<file path="src/rtl/core/clce_pkg.sv">
package clce_pkg;

  localparam int CAPACITY  = 256;
  localparam int WORD_BITS = 32;
  localparam int NODE_W    = $clog2(CAPACITY);
  localparam int CNT_W     = $clog2(CAPACITY + 1);

  localparam logic [2:0] OP_INSERT = 3'd0;
  localparam logic [2:0] OP_REMOVE = 3'd1;
  localparam logic [2:0] OP_FWD    = 3'd2;
  localparam logic [2:0] OP_BACK   = 3'd3;
  localparam logic [2:0] OP_VIEW   = 3'd4;

  localparam logic [1:0] ST_DONE  = 2'd0;
  localparam logic [1:0] ST_EMPTY = 2'd1;
  localparam logic [1:0] ST_FULL  = 2'd2;

  typedef struct packed {
    logic [2:0]  operation;
    logic [31:0] element;
  } in_item_t;

  typedef struct packed {
    logic [1:0]  status;
    logic [31:0] data_word;
    logic        data_valid;
    logic [8:0]  entry_count;
  } out_item_t;

  // Commands from the controller to the datapath.
  typedef struct packed {
    logic load;
    logic exec;
    logic link;
    logic post;
  } cmd_t;

  // Status from the datapath to the controller.
  typedef struct packed {
    logic need_link;
  } stat_t;

endpackage

</file>
<file path="src/rtl/core/clce_ctrl.sv">
module clce_ctrl
  import clce_pkg::*;
(
  input  logic  clk,
  input  logic  rst_n,
  input  logic  in_valid,
  output logic  in_ready,
  output logic  out_valid,
  input  logic  out_ready,
  input  stat_t stat,
  output cmd_t  cmd
);

  typedef enum logic [1:0] {S_IDLE, S_EXEC, S_LINK, S_POST} state_t;

  state_t state_r;
  logic   out_valid_r;
  logic   post_ok;

  assign post_ok   = !out_valid_r || out_ready;
  assign in_ready  = (state_r == S_IDLE) || ((state_r == S_POST) && post_ok);
  assign out_valid = out_valid_r;

  assign cmd.load = in_valid && in_ready;
  assign cmd.exec = (state_r == S_EXEC);
  assign cmd.link = (state_r == S_LINK);
  assign cmd.post = (state_r == S_POST) && post_ok;

  always_ff @(posedge clk) begin
    if (!rst_n) begin
      state_r     <= S_IDLE;
      out_valid_r <= 1'b0;
    end else begin
      unique case (state_r)
        S_IDLE: begin
          if (in_valid) state_r <= S_EXEC;
        end
        S_EXEC: begin
          state_r <= stat.need_link ? S_LINK : S_POST;
        end
        S_LINK: begin
          state_r <= S_POST;
        end
        S_POST: begin
          if (post_ok) state_r <= in_valid ? S_EXEC : S_IDLE;
        end
        default: state_r <= S_IDLE;
      endcase
      if (cmd.post) begin
        out_valid_r <= 1'b1;
      end else if (out_ready) begin
        out_valid_r <= 1'b0;
      end
    end
  end

  a_link_after_exec: assert property (@(posedge clk) disable iff (!rst_n)
    (state_r == S_LINK) |-> ($past(state_r) == S_EXEC))
    else $error("link pass without a preceding execute cycle");

  a_no_accept_busy: assert property (@(posedge clk) disable iff (!rst_n)
    ((state_r == S_EXEC) || (state_r == S_LINK)) |-> !in_ready)
    else $error("input taken while an operation is in flight");

  a_out_from_post: assert property (@(posedge clk) disable iff (!rst_n)
    $rose(out_valid_r) |-> ($past(state_r) == S_POST))
    else $error("result presented without a post cycle");

endmodule

</file>
<file path="config.mk">
export PLATFORM = sky130hd
export DESIGN_NAME = clce_ctrl
export DESIGN_NICKNAME = d
export VERILOG_FILES = /design/src/rtl/core/clce_pkg.sv /design/src/rtl/core/clce_ctrl.sv
export SDC_FILE = /design/constraint.sdc
export NUM_CORES = 1
export LEC_CHECK = 0
export BUFFER_PORTS_ARGS = -buffer_cell sky130_fd_sc_hd__buf_4
export CAP_MARGIN = 15
export CORE_AREA = 2 2 39 41
export CTS_CLUSTER_SIZE = 14
export DETAILED_ROUTE_END_ITERATION = 10
export DIE_AREA = 0 0 41 43
export SYNTH_ARGS = -nofsm -noshare
export SYNTH_HDL_FRONTEND = slang
export SYNTH_SLANG_ARGS = --single-unit
</file>
<file path="constraint.sdc">
create_clock -name clk -period 1.56 [get_ports clk]
set_input_delay 0.156 -clock clk [delete_from_list [all_inputs] [get_ports clk]]
set_output_delay 0.156 -clock clk [all_outputs]
set_load 0.02 [all_outputs]
</file>
; ---- Word-level counts from Yosys, hierarchy flattened
; Cells that the tools add are included.
[word_totals]
regBits = 3
in_bits = 5
out_inout_bits = 6
wordCells = 22
[classes]
n_eq_ne = 5
mux = 7
reduce_logical = 8
[op_table]
columns = op, count
row1 = $pmux W2 S4, 1
row2 = $eq A2 B2 Y1 const B, 2
row3 = $mux W1, 4
row4 = $mux W2, 2
row5 = $ne A2 B2 Y1 const B, 2
row6 = $eq A2 B1 Y1 const B, 1
row7 = $logic_and A1 B1 Y1, 2
row8 = $logic_not A2 Y1, 1
row9 = $logic_or A1 B1 Y1, 2
row10 = $reduce_and A2 Y1, 1
row11 = $reduce_bool A2 Y1, 1
row12 = $logic_not A1 Y1, 1

; ---- Longest topological paths before layout
[logic_depth]
depth_word = 5
ltp_mapped = 5
ltp_nobuf = 5

; ---- Least setup slack after synthesis
; OpenSTA, ideal clock, no wires.
[synth_path]
path_type = reg2reg
from = reg state_r[0]
to = reg state_r[0]
setup_ps = 134
arrival_ps = 1186
t_required_ps = 1426
path_slack_ps = 240
stages_incl_launch_ff = 5
n_path_buf = 0
synth_period_minus_slack_ps = 1320
path_cell_list = dfxtp_1 -> inv_1 -> ha_1 -> a2111oi_0 -> a211oi_1
[synth_lines]
columns = item, line_no
row1 = from (decl), clce_ctrl.sv:16  ; state_t state_r;
row2 = from (signal assigned), clce_ctrl.sv:39  ; state_r <= stat.need_link ? S_LINK : S_POST;
row3 = from (signal assigned), clce_ctrl.sv:45  ; if (post_ok) state_r <= in_valid ? S_EXEC : S_IDLE;

==> out/qor.yml <==
status:
  run_status: "finished, final reports clean"
yosys:
  ys_seq_area_frac: 0.257
  postSynthNetCount: 36
  synth-xor-area-share: 0
  cell_area_after_technology_mapping_um2: 234
  post_synth_and_or_nand_nor_area_fraction: 0.273
  synth_top_family_by_area: "simple AND/OR/NAND/NOR gates"
  postSynthCellCount: 27
  yosys_warning_count: 0
  syn_avg_cell_area_um2: 8.67
  yosys.cell_types.count: 15
  ys_seq_elements: 3
  yosys-mux-area-fraction: 0.0428
  synth_fa_ha_area_frac: 0.214
  synth_compound_gate_area_share: 0.166
route:
  drcViolationCount: 0
  num_vias: 224
  wirelength_um: 449
  first_pass_iters: 3
  post_drt_via_cell_ratio: 3.93
  drtAntennaViolNets: 0
  first_iter_violations: 4
  avgRoutedWirePerCell_um: 7.88
setup_path:
  critPathArrivalTime_ns: 1.31
  worst_path_largest_cell_delay_ns: 0.35
  timing.critical_path.cells: "inv_1 > ha_2 > a21o_1 > and2_1 > buf_4"
  setup.worst_path.class: "reg2out"
  worst-r2r-setup-slack_ns: 0.27
  worst_setup_start_kind: "flop"
  crit_slowest_cell: "dfxtp_2"
  critical_path_required_ns: 1.40
  critical_path_peak_fanout: 4
  kind_of_end_point_of_the_critical_path: "primary output"
sta:
  min_period_ns: 1.47
  rsz0062_at_grt: "no"
  timing.max_slew.rel_slack: 0.749
  timing.final.crit_share: 0.941
  finalMaxSlewViolations: 0
  timing_hold_violations_final: 0
  worst_clock_skew_ns: 0.000392
  fin_setup_tns_ns: 0
  worstMarginPinSlew_ns: 0.367
  setup-violations-final: 0
  maxClockFrequency_ghz: 0.681
pwr:
  static-leakage-power_nw: 0.172
  ir_drop_mv: 0.402
  power_per_cell_area_nw_per_um2: 1740
clocking:
  worst_skew_pair.late_latency_ns: 0.23
  clk_root_buffer_cell: "clkbuf_4"
  clock_tree_from_tritoncts: "built"
  cts_made_buffers: 3
  cts-root-to-sink-buffers: 2
  cts-htree-levels: 1
  cts.clk_slew.worst_paths_ns: 0.04
  tritoncts_sink_count: 3
floorplanning:
  chipWidth_um: 41
  core_um2: 1380
  initial_cell_density_of_the_core: 0.169
  io_pins: 11
  fp-row-count: 14
  die-area_um2: 1760
  die_height_um: 43
job:
  timing.max_cap.violations: 0
global_route:
  grt_max_degree: 7
  grt_overflow: 0
  first_global_vias: 192
  grtUsageTotal: 0.0643
  first_pass_grt_wire_length_um: 703
  antenna_found_initial: 0
finish:
  antenna_diode_count: 0
  syn_to_final_growth_pct: 54.0
  finish.utilization: 0.260
  final_layout_size_suffix_gt1_frac: 0.415
  final_nets: 51
placement:
  detailed_place_hpwl_um: 371
  gp_congestion: 0.688
  placement.io_buffers: 10
hold_path:
  worstHoldPathType: "in2reg"
layout make-up:
type                    count  area (um2)
fillers                   152        1020
repair buffers             10        75.1
multi-input cells          21         165
inverters                   3        11.3
flip-flops and latches      3        62.6
well taps                  16        20.0
clock buffers               4        26.3
worst paths after layout:
path / from / to / cells after the start
setup / recovery: state_r[0] / cmd[3] / 5
hold / removal: rst_n / out_valid / 3
setup reg to reg: state_r[0] / state_r[0] / 4
hold reg to reg: state_r[1] / state_r[1] / 2
flip-flops by register name, summed over array words and instances, names as in the netlist:
signal and count:
state_r 2, out_valid 1
worst max-delay path, delay by kind of cell, from the launching register on:
family	cells	cell delay (ns)
flops	1	0.35
simple gates	1	0.15
buf+inv	2	0.23
fa+ha+maj	1	0.21
compound gates	1	0.16
synth_stat cells:
| cell type | n | share of area |
|---|---|---|
| a21oi_1 | 1 | 0.021 |
| dfxtp_1 | 3 | 0.26 |
| nor2b_4 | 1 | 0.059 |
| a21o_1 | 1 | 0.032 |
| nor2_1 | 3 | 0.048 |
| ha_1 | 4 | 0.21 |
| and2_1 | 2 | 0.053 |
| inv_1 | 3 | 0.048 |
| nand2_1 | 2 | 0.032 |
| nand2b_1 | 1 | 0.027 |
| a211oi_1 | 1 | 0.032 |
| a2111oi_0 | 1 | 0.037 |
| mux2i_1 | 1 | 0.043 |
| nor2b_1 | 2 | 0.053 |
| a32o_1 | 1 | 0.043 |
power breakdown:
group	total (mW)	leakage, nW	switching [mW]	internal, mW
clock network	0.134	0.0150	0.0383	0.0957
logic	0.358	0.132	0.186	0.172
registers	0.135	0.0253	0.0267	0.108
per-stage QoR:
stage / instance area [um2] / instances / hold WS, ns / power, mW / worst slack (ns)
floorplan: 234 / 27 / 0.292 / 0.367 / 0.240
global placement: 329 / 53 / 0.420 / 0.485 / 0.248
detailed placement: 329 / 53 / 0.425 / 0.489 / 0.213
CTS: 357 / 57 / 0.180 / 0.633 / 0.0163
global route: 360 / 57 / 0.190 / 0.692 / 0.0137
finish: 360 / 57 / 0.183 / 0.627 / 0.0915
kinds of logic (layout without fill, tap and decap cells):
family / Yosys count / after routing
and+or+nand+nor: 11 / 11
DFF: 3 / 3
adders and majority gates: 4 / 4
buffers and inverters: 3 / 17
AOI/OAI and AO/OA: 5 / 5
muxes: 1 / 1
cells in the final DEF (no fill, tap or decap), types with 2 or more instances in the layout:
cell type and n:
inv_1 3, buf_4 10, nor2b_1 2, ha_1 3, dfxtp_2 2, nor2_1 3
and2_1 2, nand2_1 2, clkbuf_4 3
per-layer routing:
metal | part of all wire | wire [um] | GRT usage
met1 | 0.47 | 211 | 0.0611
met2 | 0.48 | 214 | 0.0844
met3 | 0.051 | 23 | 0.0471
met4 | 0 | 0 | 0.0600
met5 | 0 | 0 | 0
what timing repair did:
| item | in CTS | in global routing |
|---|---|---|
| setup buffers | 0 | 0 |
| endpoints found under the setup margin | 1 | 1 |
| gates resized for setup | 1 | 2 |
| hold buffers | 0 | 0 |
No activity file was read; power rests on OpenSTA's default activity.
